--- config.mk ---
export PLATFORM = sky130hd
export DESIGN_NAME = msm_ram
export DESIGN_NICKNAME = d
export VERILOG_FILES = /design/src/rtl/core/msm_ram.sv
export SDC_FILE = /design/constraint.sdc
export NUM_CORES = 1
export LEC_CHECK = 0
export BUFFER_PORTS_ARGS = -buffer_cell sky130_fd_sc_hd__buf_2
export CAP_MARGIN = 15
export CORE_MARGIN = 1
export CORE_UTILIZATION = 45
export CTS_BUF_LIST = sky130_fd_sc_hd__clkbuf_4 sky130_fd_sc_hd__clkbuf_8
export DETAILED_ROUTE_END_ITERATION = 16
export PLACE_DENSITY_LB_ADDON = 0.08
export SLEW_MARGIN = 20
export SYNTH_ARGS = -nofsm -noshare
export SYNTH_HDL_FRONTEND = slang
export SYNTH_SLANG_ARGS = --single-unit
--- constraint.sdc ---
create_clock -name clock -period 2.5 [get_ports clock]
set_input_delay 0.125 -clock clock [delete_from_list [all_inputs] [get_ports clock]]
set_output_delay 0.125 -clock clock [all_outputs]
set_load 0.05 [all_outputs]
--- src/rtl/core/msm_ram.sv ---
module msm_ram #(
   parameter int WIDTH  = 8,
   parameter int DEPTH  = 16,
   parameter int ADDR_W = (DEPTH > 1) ? $clog2(DEPTH) : 1
) (
   input  logic              clock,
   input  logic              wr_en,
   input  logic [ADDR_W-1:0] wr_addr,
   input  logic [WIDTH-1:0]  wr_data,
   input  logic [ADDR_W-1:0] rd_addr,
   output logic [WIDTH-1:0]  rd_data
);

   logic [WIDTH-1:0] mem [DEPTH];
   logic [WIDTH-1:0] rd_data_ff;

   // registered read, old data on a same-address write
   always_ff @(posedge clock) begin
      if (wr_en) begin
         mem[wr_addr] <= wr_data;
      end
      rd_data_ff <= mem[rd_addr];
   end

   assign rd_data = rd_data_ff;

endmodule

### Word level (Yosys, flattened, before mapping)

Memory sizes are Yosys's and may differ from the RTL's. A register that Yosys moved wholly into a read port is not among the register bits.
Index checks and enable logic that the tools add are counted.

* bits in read-only memories: 0
* input bits: 18
* latch bits: 0
* word-level logic and storage cells: 3
* memories: 1
* register bits: 0
* bits in writable memories: 128
* output and inout bits: 8

Memories
* mem: depth 16, bits a word 8, read ports 1, clocked after Yosys merged registers in 1, wr ports 1, RTL line 14 `logic [WIDTH-1:0] mem [DEPTH];`

* magnitude comparators: 0
* reductions and logical operators: 0
* $add $sub $neg: 0
* equal/unequal tests: 0
* divide/modulo/power cells: 0
* multipliers: 0
* muxes and demuxes: 2
* bitwise gates (word level): 0
* shifts and indexed selects: 0

Operator list (count)
* $mux W1: 2

### Longest topological paths before layout

Gate-level depths: netlist (run 1).

* word-level depth: 2
* depth in mapped cells: 5
* depth with buffers taken out: 3

### Worst setup path before layout (run 1)

No wires, ideal clock.

* kind: in2reg
* start: input wr_addr[2]
* end: memory mem[0][0], enable pin
* arrival: 1235 ps
* stages on the path: 2
* required time: 2117 ps
* slack: 882 ps
* path buffers: 0
* library setup time: 383 ps
* cell sequence: or3b_2 nor3_1

RTL lines
* start, declared: RTL line 8 `input logic [ADDR_W-1:0] wr_addr,`
* end, declared: RTL line 14

No word-level cell before the write port.

==> results_dict.tcl, run 1 <==
set metrics [dict create \
    top_level_ports 26 \
    setup.worst_path.start "mem[2][7]" \
    fin_util 0.5379 \
    hpwl_um 5929 \
    cts_hold_buf 0 \
    root_buffer "clkbuf_8" \
    rsz0062_at_grt "no" \
    fin_nets 298 \
    synth_seq_cells 136 \
    endpoint_kind "flop" \
    reg2reg_from "mem[2][7]" \
    netSwitchingFraction 0.2274 \
    fp.coreArea_um2 10980 \
    combinationalPowerShare 0.062 \
    grt_overflow_total 0 \
    critPathMaxStageDelay_ps 480 \
    postCtsResizedCells 0 \
    tns_ps 0 \
    synth_nets 247 \
    avgRoutedWirePerCell_um 22.86 \
    yosys_warnings 0 \
    avgViaCountPerCell 5.457 \
    arrival_ps 1690 \
    clock_path_buffers 2 \
    crit_path_cell_trace "mux4_2 -> a22oi_1 -> nand2_1" \
    min_period_ps 1393 \
    syn_inst 229 \
    final-hold-violation-count 0 \
    drt_iter0_drc 168 \
    synth_async_sr_flop_share 0 \
    cts_tree "done" \
    synth.avg_cell_area_um2 22.48 \
    holdCritPathClass "input pin to flop" \
    postRouteAntennaNets 0 \
    path_clk_slew_ps 90 \
    drive_gt1_frac 0.3140 \
    powerDensity_nw_per_um2 781.0 \
    synth_ff_type "edfxtp_1" \
    power.leakage_nw 1.978 \
    fmax_mhz 717.7 \
    portBuffers 25 \
    whs_path_depth 1 \
    grt_pass1_vias 2439 \
    vias 2363 \
    hp-start "wr_data[1]" \
    cp_max_fo 1 \
    cap_viol_max_count 0 \
    min_period_over_period 0.5573 \
    wl_um 9898 \
    critPathLaunchType "flop" \
    power_frac_clock 0.383 \
    r2r-end "rd_data[7]" \
    power.switching_mw 1.049 \
    final-setup-viol-count 0 \
    p_int_mw 3.565 \
    outcome "finished clean" \
    die_width_um 109.0 \
    die_area_um2 11870 \
    ys_types 19 \
    grt_pass1_wl_um 14810 \
    cts_made_buffers 17 \
    worst_ir_drop_vdd_mv 0.3229 \
    place_congestion 0.7118 \
    path_class "flop to flop" \
    antenna_found_initial 0 \
    cts_sinks 136 \
    crit_family "multiplexers" \
    crit_end "rd_data[7]" \
    cts_setup_buffers 0 \
    num_antenna_cells 0 \
    slew_violations 0 \
    start_util 0.4687 \
    htree_levels 4 \
    path_buf_inv 0 \
    crit_cells 3 \
    clkLatencyLatePin_ps 420 \
    firstDrtPassIters 4 \
    max_slew.worst_pin.slew_ps 872.5 \
    syn-cell-area_um2 5147 \
    r2r_slack_ps 1110 \
    synth_edf_count 128 \
    p_seq_frac 0.555 \
    fin_worst_skew_ps 16.33 \
    timing.slew.headroom 0.4171 \
    crit_slowest_cell "mux4_2" \
    remaining_drc_errors 0 \
    worstPathRequired_ps 2790 \
    dieHeight_um 109.0 \
    syn_to_final_growth_pct 14.78 \
    grtUsageTotal 0.1869 \
    rows 38 \
    ys_seq_area_frac 0.7778 \
    grt_max_degree 33 \
    reg2reg_depth 3 \
]
## registers in the layout, indices dropped and copies added (netlist names)
| signal | flops |
|---|---|
| rd_data | 8 |
| mem | 128 |
## per-stage QoR
step / cells / cell area [um^2] / setup WS [ps] / hold slack [ps] / power [mW]
6_report: 433 / 5908 / 1107 / 94.42 / 4.615
5_1_grt: 433 / 5908 / 1055 / 73.89 / 4.781
4_1_cts: 433 / 5908 / 1107 / 71.63 / 4.656
3_5_place_dp: 401 / 5514 / 792.0 / 528.3 / 2.905
3_3_place_gp: 401 / 5514 / 807.1 / 519.7 / 2.899
2_1_floorplan: 229 / 5147 / 882.1 / 223.9 / 2.790
## cells by family (layout without fill, tap and decap cells)
family          count (synthesis)  in the layout  share of synthesized area
flops                         136            136                     0.7778
simple gates                   35             35                    0.03184
mux                            32             32                     0.1502
compound gates                 16             16                    0.02334
buf+inv                        10             74                    0.01677
## power by group through the flow
stage	Sequential [mW]	Combinational, mW	Clock [mW]
after floorplan	2.66	0.129	0
after global placement	2.61	0.286	0
after global routing	2.57	0.305	1.91
final	2.56	0.284	1.77
after CTS	2.56	0.290	1.80
after detailed placement	2.61	0.290	0
## synthesized netlist by cell type (2+ instances only)
cell	instances	area (um^2)
nor2_1	13	48.80
nand2_1	9	33.78
nand2b_1	2	12.51
clkdlybuf4s25_2	3	30.03
mux4_1	14	367.9
edfxtp_1	128	3844
nor3_1	4	20.02
buf_2	3	15.01
a22oi_1	16	120.1
dfxtp_1	8	160.2
buf_6	3	33.78
mux4_2	18	405.4
nand3b_1	2	15.01
## cell type report
cell class | count | area [um^2]
clock buffers | 19 | 249.0
repair buffers | 42 | 277.8
well taps | 140 | 175.2
fillers | 845 | 5075
multi-input cells | 83 | 1057
flip-flops and latches | 136 | 4004
clock inverters | 13 | 145.1
## placed cells by master (no fill, tap or decap)
cell type / instances
clkbuf_4: 2
edfxtp_1: 128
buf_12: 2
clkbuf_8: 17
and2b_1: 1
dfxtp_1: 8
nor2_1: 13
a22oi_1: 16
buf_2: 25
clkinv_4: 1
nor3_1: 4
clkinv_1: 1
nor2b_1: 1
bufinv_16: 2
mux4_2: 18
buf_4: 15
or3b_2: 1
clkinvlp_4: 5
nand2b_1: 2
nand2_1: 9
nand3_1: 1
mux4_1: 14
inv_6: 4
nand3b_1: 2
and2_1: 1
## worst min path at each step
stage | slack (ps) | end
after floorplan | 220 | mem[0][0]
final | 90 | mem[14][1]
after global placement | 520 | mem[4][3]
after detailed placement | 530 | mem[7][2]
after global routing | 70 | mem[12][1]
after CTS | 70 | mem[4][5]
## metal layers
metal  GRT usage  vias up  wire [um]  part of all wire
li1            -     1076          -                 -
met1      0.2653     1206       4423              0.45
met2      0.2862       74       4835              0.49
met3     0.04124        7        569             0.057
met4     0.06660        0         70            0.0071
met5           0        -          0                 0
Note: power is estimated with default switching activity, not from simulation.
==> run 2: changes to the inputs <==
--- a/config.mk
+++ b/config.mk
@@ -5,6 +5,7 @@
 export SDC_FILE = /design/constraint.sdc
 export NUM_CORES = 1
 export LEC_CHECK = 0
+export ABC_AREA = 1
 export BUFFER_PORTS_ARGS = -buffer_cell sky130_fd_sc_hd__buf_2
 export CAP_MARGIN = 15
 export CORE_MARGIN = 1
==> constraint.sdc (replaced) <==
create_clock -name clock -period 1.4 [get_ports clock]
set_input_delay 0.07 -clock clock [delete_from_list [all_inputs] [get_ports clock]]
set_output_delay 0.07 -clock clock [all_outputs]
set_load 0.05 [all_outputs]
==> results_dict.tcl, run 2 <==
set metrics [dict create \
    ys_seq_area_frac 0.6943 \
    synth_area_leaders "edfxtp_1, nand2_1, nand3_1" \
    dr_wl_met3_um 602 \
    synth_top_cell_area_share 0.6665 \
    slew_violations 0 \
    root_buffer "clkbuf_8" \
    synth_ff_type "edfxtp_1" \
    met1_length_um 6050 \
    postRouteAntennaNets 0 \
    cp_max_fo 1 \
    hpwl_um 7957 \
    drive_gt1_frac 0.1375 \
    crit_family "flip-flops" \
    wl_um 12850 \
    fp.coreArea_um2 12260 \
    vias 3762 \
    layout_commonest_cell "nand2_1" \
    start_util 0.4703 \
    power_frac_clock 0.360 \
    crit_path_cell_trace "buf_2" \
    routed-wl-met2_um 5940 \
    ys_top_cells_by_count "nand2_1, edfxtp_1, inv_1" \
    synth-xor-area-share 0 \
    powerDensity_nw_per_um2 1249 \
    critPathLaunchType "flop" \
    synth.avg_cell_area_um2 10.47 \
    top_level_ports 26 \
    synth_top_family_by_area "simple AND/OR/NAND/NOR gates" \
    combinationalPowerShare 0.081 \
    endpoint_kind "output pin" \
    drt_iter0_drc 320 \
    die_width_um 115.2 \
    critPathMaxStageDelay_ps 350 \
    fin_nets 616 \
    rows 40 \
    largest-register "mem" \
    syn_inst 551 \
    ys_types 12 \
    min_period_ps 1138 \
    syn_to_final_growth_pct 13.76 \
    path_buf_inv 1 \
    die_area_um2 13270 \
    place_congestion 0.8414 \
    r2r_slack_ps 370 \
    cts_tree "done" \
    grt_max_degree 65 \
    synth_edf_count 128 \
    synth_async_sr_flop_share 0 \
    rsz0062_at_grt "no" \
    total_power_mw 8.193 \
    design_area_um2 6560 \
    power.leakage_nw 2.872 \
    whs_path_depth 1 \
    dieHeight_um 115.2 \
    worst_ir_drop_vdd_mv 1.031 \
    grt_overflow_total 0 \
    crit_cells 1 \
    crit_slowest_cell "dfxtp_1" \
    synth_compound_area_frac 0 \
    clock_path_buffers 2 \
    netSwitchingFraction 0.2281 \
    synthAdderAreaFrac 0 \
    largest_register_ff_count 128 \
    tns_ps 0 \
    holdCritPathClass "input pin to flop" \
    portBuffers 25 \
    arrival_ps 1070 \
    synthSimpleGateAreaFrac 0.2105 \
    layout_common_cells "nand2_1, edfxtp_1, inv_1" \
    htree_levels 4 \
    antenna_found_initial 0 \
    worstPathRequired_ps 1330 \
    yosysMostFrequentCell "nand2_1" \
    grt_pass1_vias 3751 \
    timing.slew.headroom 0.7114 \
    num_antenna_cells 0 \
    synth_nets 569 \
    synth_seq_cells 136 \
    fin_util 0.5350 \
    dp_slack_ps 169.4 \
    yosys_warnings 0 \
    setup_slack_ps 261.9 \
    placedInstanceArea_um2 6181 \
    final-hold-violation-count 0 \
    avgRoutedWirePerCell_um 16.50 \
    fmax_mhz 878.7 \
    fin_worst_skew_ps 6.066 \
    power.switching_mw 1.869 \
    cts_made_buffers 17 \
    p_seq_frac 0.558 \
    remaining_drc_errors 0 \
    cap_viol_max_count 0 \
    top_layer "met4" \
    clkLatencyLatePin_ps 430 \
    syn-cell-area_um2 5767 \
    yosysTopAreaCell "edfxtp_1" \
    grtUsageTotal 0.2187 \
    final-setup-viol-count 0 \
    outcome "finished clean" \
    grt_pass1_wl_um 20380 \
    path_class "flop to output pin" \
    p_int_mw 6.324 \
    synthMuxAreaShare 0 \
    reg2reg_depth 6 \
    cts_sinks 136 \
    min_period_over_period 0.8129 \
    cts_setup_buffers 0 \
    avgViaCountPerCell 4.829 \
    path_clk_slew_ps 70 \
    firstDrtPassIters 7 \
    max_slew.worst_pin.slew_ps 432.9 \
]
## run 2: cell count changes after synthesis, moves of 3 or more
cell	previous run	this run
a22oi_1	16	0
buf_2	3	13
buf_4	1	4
buf_6	3	6
clkdlybuf4s25_2	3	0
inv_1	0	100
mux4_1	14	0
mux4_2	18	0
nand2_1	9	173
nand3_1	1	97
nor2_1	13	17
nor3_1	4	0
## run 2: layer usage
metal,vias up,global-route usage
li1,1864,-
met1,1773,0.2976
met2,107,0.3329
met3,18,0.05904
met4,0,0.09091
met5,-,0
## run 2: logic make-up after synthesis
family,Yosys count
simple gates,289
buf+inv,126
flops,136
## run 2: cell type report
cell class	instances	area, um^2
multi-input cells	289	1214
clock buffers	29	355.3
fillers	1114	5702
flip-flops and latches	136	4004
inverters	102	382.9
clock inverters	3	13.76
well taps	168	210.2
repair buffers	52	380.4
## run 2: what timing repair did
item | 4_1_cts | 5_1_grt
endpoints found under the hold margin | 3 | 0
resized for setup | 0 | 0
hold buffers | 1 | 0
## run 2: final timing paths
kind,from,to
max,rd_data[0],rd_data[0]
min,wr_data[2],mem[10][2]
max reg2reg,mem[7][6],rd_data[6]
min reg2reg,mem[12][2],rd_data[2]
## run 2: stage by stage
step                std cells  hold WS, ps
floorplan                 551        168.9
global placement          746        454.4
detailed placement        746        454.4
CTS                       779        41.56
global route              779        32.63
finish                    779        63.10
## run 2: power by group through the flow
stage                     sequential, mW  combinational (mW)  clock (mW)
after global routing                4.58               0.735        3.20
after detailed placement            4.66               0.670           0
after CTS                           4.57               0.674        3.02
after global placement              4.66               0.669           0
final                               4.57               0.667        2.95
after floorplan                     4.75               0.321           0
==> run 3: changes to the inputs <==
==> constraint.sdc (replaced) <==
create_clock -name clock -period 0.95 [get_ports clock]
set_input_delay 0.0475 -clock clock [delete_from_list [all_inputs] [get_ports clock]]
set_output_delay 0.0475 -clock clock [all_outputs]
set_load 0.05 [all_outputs]
==> results_dict.tcl, run 3 (synthesis gave the netlist of run 2 again) <==
set metrics [dict create \
    violations "negative setup slack" \
    fin_util 0.5743 \
    grt_pass1_vias 3707 \
    power_frac_clock 0.369 \
    placedInstanceArea_um2 6294 \
    critPathLaunchType "flop" \
    holdCritPathClass "input pin to flop" \
    drive_gt1_frac 0.2277 \
    power.leakage_nw 3.074 \
    place_congestion 0.8012 \
    p_seq_frac 0.539 \
    final-setup-viol-count 8 \
    top_level_ports 26 \
    rows 40 \
    cts_tree "done" \
    firstDrtPassIters 4 \
    clock_path_buffers 2 \
    dieHeight_um 115.2 \
    layout_common_cells "nand2_1, edfxtp_1, inv_1" \
    grt_use_met2 0.3458 \
    total_power_mw 12.55 \
    die_width_um 115.2 \
    worstPathRequired_ps 900 \
    p_int_mw 9.708 \
    vias 3788 \
    dp_slack_ps -149.7 \
    hpwl_um 8035 \
    path_clk_slew_ps 70 \
    antenna_found_initial 0 \
    die_area_um2 13270 \
    htree_levels 4 \
    setup.worst_path.start "rd_data[0]" \
    fin_worst_skew_ps 7.525 \
    cts_setup_buffers 0 \
    avgViaCountPerCell 4.759 \
    grtUsageTotal 0.2097 \
    fp.coreArea_um2 12260 \
    design_area_um2 7042 \
    layout_commonest_cell "nand2_1" \
    syn_to_final_growth_pct 22.11 \
    wl_um 12400 \
    busiest_layer "met2" \
    netSwitchingFraction 0.2262 \
    path_buf_inv 1 \
    num_antenna_cells 0 \
    rsz0062_at_grt "yes" \
    postRouteAntennaNets 0 \
    grt_max_degree 34 \
    endpoint_kind "output pin" \
    max_slew.worst_pin.slew_ps 429.5 \
    fin_nets 634 \
    min_period_over_period 1.035 \
    clkLatencyLatePin_ps 440 \
    arrival_ps 940 \
    root_buffer "clkbuf_8" \
    largest-register "mem" \
    cap_viol_max_count 0 \
    outcome "finished, violations left" \
    cp_max_fo 1 \
    combinationalPowerShare 0.092 \
    timing.slew.headroom 0.7133 \
    worst_ir_drop_vdd_mv 1.080 \
    crit_family "flip-flops" \
    portBuffers 25 \
    start_util 0.4703 \
    tns_ps -136.4 \
    grt_overflow_total 0 \
    hp-start "rd_addr[3]" \
    fmax_mhz 1017 \
    reg2reg_from "mem[5][0]" \
    setup_slack_ps -32.89 \
    slew_violations 0 \
    powerDensity_nw_per_um2 1782 \
    grt_use_met1 0.2662 \
    final-hold-violation-count 0 \
    cts_made_buffers 17 \
    largest_register_ff_count 128 \
    min_period_ps 982.9 \
    grt_pass1_wl_um 19580 \
    avgRoutedWirePerCell_um 15.58 \
    remaining_drc_errors 0 \
    critPathMaxStageDelay_ps 340 \
    drt_iter0_drc 273 \
    crit_path_cell_trace "buf_8" \
    cts_sinks 136 \
    path_class "flop to output pin" \
    power.switching_mw 2.838 \
    use_met3 0.05219 \
    crit_slowest_cell "dfxtp_2" \
]
-- run 3: path summary, 6_finish.rpt --
| check | cells after the start | to | slack, ps |
|---|---|---|---|
| worst max register to register | 6 | rd_data[0] | 30 |
| worst max-delay path | 1 | rd_data[0] | -30 |
| worst min-delay path | 4 | rd_data[5] | 70 |
| worst min register to register | 6 | rd_data[4] | 660 |
-- run 3: what timing repair did --
item                                    in CTS  in global routing
resized for setup                           30                 42
hold buffers                                 8                  0
pin swaps                                    0                 28
hold endpoints to repair                    98                  0
endpoints found under the setup margin      12                 16
-- run 3: final cells by class --
cell class,instances,area (um^2)
Fill cell,1084,5220
Sequential cell,136,4014
Multi-Input combinational cell,289,1421
Timing Repair Buffer,70,630.6
Inverter,102,382.9
Clock buffer,19,249.0
Tap cell,168,210.2
Clock inverter,12,133.9
-- run 3: through the flow --
stage          hold slack, ps  instances
2_1_floorplan           146.4        551
3_3_place_gp            467.1        757
3_5_place_dp            465.4        757
4_1_cts                 30.97        796
5_1_grt                 58.62        796
6_report                68.53        796
-- run 3: power groups by stage --
stage	clock, mW	combinational [mW]	sequential (mW)
5_1_grt	5.00	1.27	6.77
2_1_floorplan	0	0.475	7.00
3_3_place_gp	0	0.992	6.86
3_5_place_dp	0	0.997	6.87
4_1_cts	4.73	1.09	6.75
6_report	4.63	1.16	6.76
-- run 3: metal layers --
metal	vias up	part of all wire
met5	-	0
met4	0	0.013
met3	19	0.052
met2	82	0.50
met1	1785	0.44
li1	1902	-
